**src/fxa_div_stage.sv**
```systemverilog
// ----------------------------------------------------------------------------
// fxa_div_stage
// One restoring-division step: shift in a numerator bit, trial subtract,
// shift a quotient bit in. Registered, advances on i_en.
// ----------------------------------------------------------------------------
module fxa_div_stage #(
    parameter int WORD_BITS = 32,
    parameter int QUO_BITS  = 40
) (
    input  logic                 i_clk,
    input  logic                 i_en,
    input  logic [WORD_BITS-1:0] i_rem,
    input  logic [QUO_BITS-1:0]  i_quo,
    input  logic [WORD_BITS-1:0] i_den,
    output logic [WORD_BITS-1:0] o_rem,
    output logic [QUO_BITS-1:0]  o_quo,
    output logic [WORD_BITS-1:0] o_den
);

    logic [WORD_BITS:0]   shifted;
    logic [WORD_BITS+1:0] trial;
    logic [WORD_BITS-1:0] n_rem;
    logic [QUO_BITS-1:0]  n_quo;
    logic [WORD_BITS-1:0] r_rem;
    logic [QUO_BITS-1:0]  r_quo;
    logic [WORD_BITS-1:0] r_den;

    always_comb begin
        shifted = {i_rem, i_quo[QUO_BITS-1]};
        trial   = {1'b0, shifted} - {2'b00, i_den};
        if (!trial[WORD_BITS+1]) begin
            n_rem = trial[WORD_BITS-1:0];
            n_quo = {i_quo[QUO_BITS-2:0], 1'b1};
        end else begin
            n_rem = shifted[WORD_BITS-1:0];
            n_quo = {i_quo[QUO_BITS-2:0], 1'b0};
        end
    end

    always_ff @(posedge i_clk) begin
        if (i_en) begin
            r_rem <= n_rem;
            r_quo <= n_quo;
            r_den <= i_den;
        end
    end

    assign o_rem = r_rem;
    assign o_quo = r_quo;
    assign o_den = r_den;

endmodule

```
**config.mk**
```make
export PLATFORM = sky130hd
export DESIGN_NAME = fxa_div_stage
export DESIGN_NICKNAME = d
export VERILOG_FILES = /design/src/fxa_div_stage.sv
export SDC_FILE = /design/constraint.sdc
export NUM_CORES = 1
export LEC_CHECK = 0
export BUFFER_PORTS_ARGS = -buffer_cell sky130_fd_sc_hd__buf_4
export CAP_MARGIN = 25
export CORE_ASPECT_RATIO = 1.4
export CORE_MARGIN = 2
export CORE_UTILIZATION = 53
export DETAILED_ROUTE_END_ITERATION = 8
export HOLD_SLACK_MARGIN = 0.02
export PLACE_DENSITY = 0.85
export RECOVER_POWER = 100
export SLEW_MARGIN = 30
export SYNTH_ARGS = -nofsm -noshare
export SYNTH_HDL_FRONTEND = slang
export SYNTH_SLANG_ARGS = --single-unit
```
**constraint.sdc**
```tcl
create_clock -name i_clk -period 5 [get_ports i_clk]
set_input_delay 0.25 -clock i_clk [delete_from_list [all_inputs] [get_ports i_clk]]
set_output_delay 0.25 -clock i_clk [all_outputs]
set_load 0.01 [all_outputs]
```
==> results.ini <==
[yosys]
netlist_instances = 425
ys_async_sr_fraction_pct = 0
ys.warnings.count = 0
synth_nets = 564
syn_area_per_cell_um2 = 13.0
synth.distinct_cells = 53
ys_seq_elements = 104
seq_area_frac_synth_pct = 56.5
ys.flop_type = edfxtp_1
synth_edf_count = 104
syn_area_um2 = 5530

[worst_hold_path]
hold_path.startpoint = i_quo[15]
hold_depth = 1
hp-class = in -> reg
holdPathEnd = o_quo[16]

[die]
start_util_pct = 53.7
die_width_um = 90.3
dieArea_um2 = 11300
rows = 44
core_um2 = 10300
fp.dieH_um = 125
ios = 210

[critical_path]
cp_num_buf_inv = 3
crit_arrival_ns = 3.57
crit_slowest_cell = clkbuf_1
crit_required_ns = 5.10
cp_max_fo = 17
max_stage_delay_ns = 0.80
crit_chain = clkbuf_4 -> inv_1 -> ha_1 -> and3_1 -> nand3_1 -> or4_1 -> o21bai_4 -> a21oi_1 -> a31oi_4 -> clkbuf_1 -> mux2_2
cp-end-kind = register
startpoint_type = input port
cp_top_family = simple AND/OR/NAND/NOR gates
timing_worst_setup_path_type = in -> reg

[placed_design]
place_area_um2 = 7210
place_congestion = 0.884
hpwl_um = 10700
io_buffers = 209

[layout]
syn2layout_area_growth_pct = 25.9
drive_gt1_share_pct = 17.5
layout_commonest_cell = clkbuf_1
stdcell_area_um2 = 6960
nets = 779
num_antenna_cells = 0
final_cell_mix = clkbuf_1 (121), edfxtp_1 (104), clkbuf_4 (57)

[sta]
tightest_slew_ns = 2.65
rsz0062_at_grt = no
fin_crit_sh_pct = 69.5
setup_violations = 0
final.setup.tns_ns = 0
finalCriticalPeriod_ns = 3.48
hold_slack_ns = 0.0950
slew_violations = 49
relSlewSlack_pct = -77.0
hold_viol = 0
max_freq_mhz = 288

[clock_tree]
cts.reportedPaths.clkPinSlew_ns = 0.07
h-tree-depth = 3
cts_tree = built
clock_sinks = 104
clk_path_buf_depth = 2
cts_root_buffer = clkbuf_16
post-cts-setup-buffers = 0
cts_buffers = 9
cts_resized = 0
ctsHoldBuffers = 0

[power_and_ir_drop]
p_per_area_nw_per_um2 = 336
total_power_mw = 2.34
ir_worst_vdd_mv = 0.186
power_leakage_nw = 2.81

[drt]
ant_nets = 0
drc = 0
vias_per_cell = 5.37
drt_iter0_drc = 176
routed_wl_um = 13700
vias = 4204
first_pass_iters = 4
wl_per_cell_um = 17.5

[status]
violations = max-capacitance violations, max-slew violations
outcome = finished with violations

[flow_run]
drv_cap = 1

[grt]
grt_util_all_layers_pct = 24.1
overflow = 0
grt_pass1_vias = 4243
grt_max_degree = 58
antenna_found_initial = 0
grt_pass1_wl_um = 21100

-- report_power, final --
part           internal, mW  leakage [nW]  total (mW)  switching (mW)
registers              1.07          1.02        1.10          0.0264
clock network         0.394         0.143       0.720           0.326
logic                 0.218          1.65       0.515           0.297
-- how the worst max path moves through the flow --
stage	end	depth (start not counted)	from	slack, ns
finish	o_rem[2]	11	i_den[21]	1.52
detailed placement	o_rem[28]	13	i_quo[39]	1.62
CTS	o_rem[28]	13	i_quo[39]	1.99
global route	o_rem[2]	2	i_en	1.19
floorplan	o_rem[28]	12	i_quo[39]	2.09
global placement	o_rem[28]	13	i_quo[39]	1.74
-- layer usage --
| metal | vias to the layer above | track usage [%] | share of wire, % |
|---|---|---|---|
| li1 | 2035 | - | - |
| met1 | 1961 | 27.3 | 38 |
| met2 | 188 | 43.7 | 53 |
| met3 | 20 | 6.72 | 6.9 |
| met4 | 0 | 7.69 | 1.9 |
| met5 | - | 0 | 0 |
-- registers in the layout, indices dropped and copies added (netlist names) --
register  count
o_quo        40
o_rem        32
o_den        32
-- Yosys cell counts (2+ instances only) --
| cell | n | area [um2] |
|---|---|---|
| a211oi_1 | 5 | 37.5 |
| a21boi_0 | 2 | 15.0 |
| a21o_1 | 7 | 52.6 |
| a21oi_1 | 32 | 160 |
| a31oi_1 | 3 | 18.8 |
| a41oi_1 | 2 | 17.5 |
| and3_1 | 6 | 37.5 |
| and4_1 | 2 | 17.5 |
| buf_6 | 6 | 67.6 |
| edfxtp_1 | 104 | 3120 |
| ha_1 | 32 | 400 |
| inv_1 | 41 | 154 |
| mux2_2 | 2 | 22.5 |
| mux2_4 | 25 | 375 |
| mux2i_1 | 6 | 60.1 |
| nand2_1 | 23 | 86.3 |
| nand2b_1 | 4 | 25.0 |
| nand3_1 | 5 | 25.0 |
| nand4_1 | 6 | 37.5 |
| nor2_1 | 16 | 60.1 |
| nor2b_1 | 3 | 18.8 |
| nor3_1 | 6 | 30.0 |
| o211ai_1 | 4 | 30.0 |
| o21a_1 | 6 | 45.0 |
| o21ai_0 | 17 | 85.1 |
| o21bai_1 | 3 | 22.5 |
| o31ai_1 | 5 | 37.5 |
| or2_2 | 3 | 18.8 |
| or3_1 | 3 | 18.8 |
| xnor2_1 | 17 | 149 |
| xor2_1 | 7 | 61.3 |
-- area by class of cell --
type | count | area (um2)
Clock inverter | 7 | 80.1
Tap cell | 138 | 173
Clock buffer | 9 | 225
Sequential cell | 104 | 3120
Inverter | 41 | 154
Multi-Input combinational cell | 272 | 2070
Timing Repair Buffer | 212 | 1130
Fill cell | 887 | 3330
-- metrics by stage --
| stage | setup WS, ns | utilization (%) | instances |
|---|---|---|---|
| floorplan | 2.09 | - | 425 |
| global placement | 1.74 | 70.1 | 767 |
| detailed placement | 1.62 | 70.1 | 767 |
| CTS | 1.99 | 73.0 | 783 |
| global route | 1.19 | 67.6 | 783 |
| finish | 1.52 | 67.6 | 783 |
-- cell families after synthesis --
family,count (synthesis),share of synthesized area [%]
AOI/OAI and AO/OA,102,12.4
xor gates and xnor gates,24,3.80
muxes,33,8.28
and+or+nand+nor,80,7.22
buffers and inverters,49,4.23
DFF,104,56.5
adders and majority gates,33,7.60
Note: power is estimated with default switching activity, not from simulation.
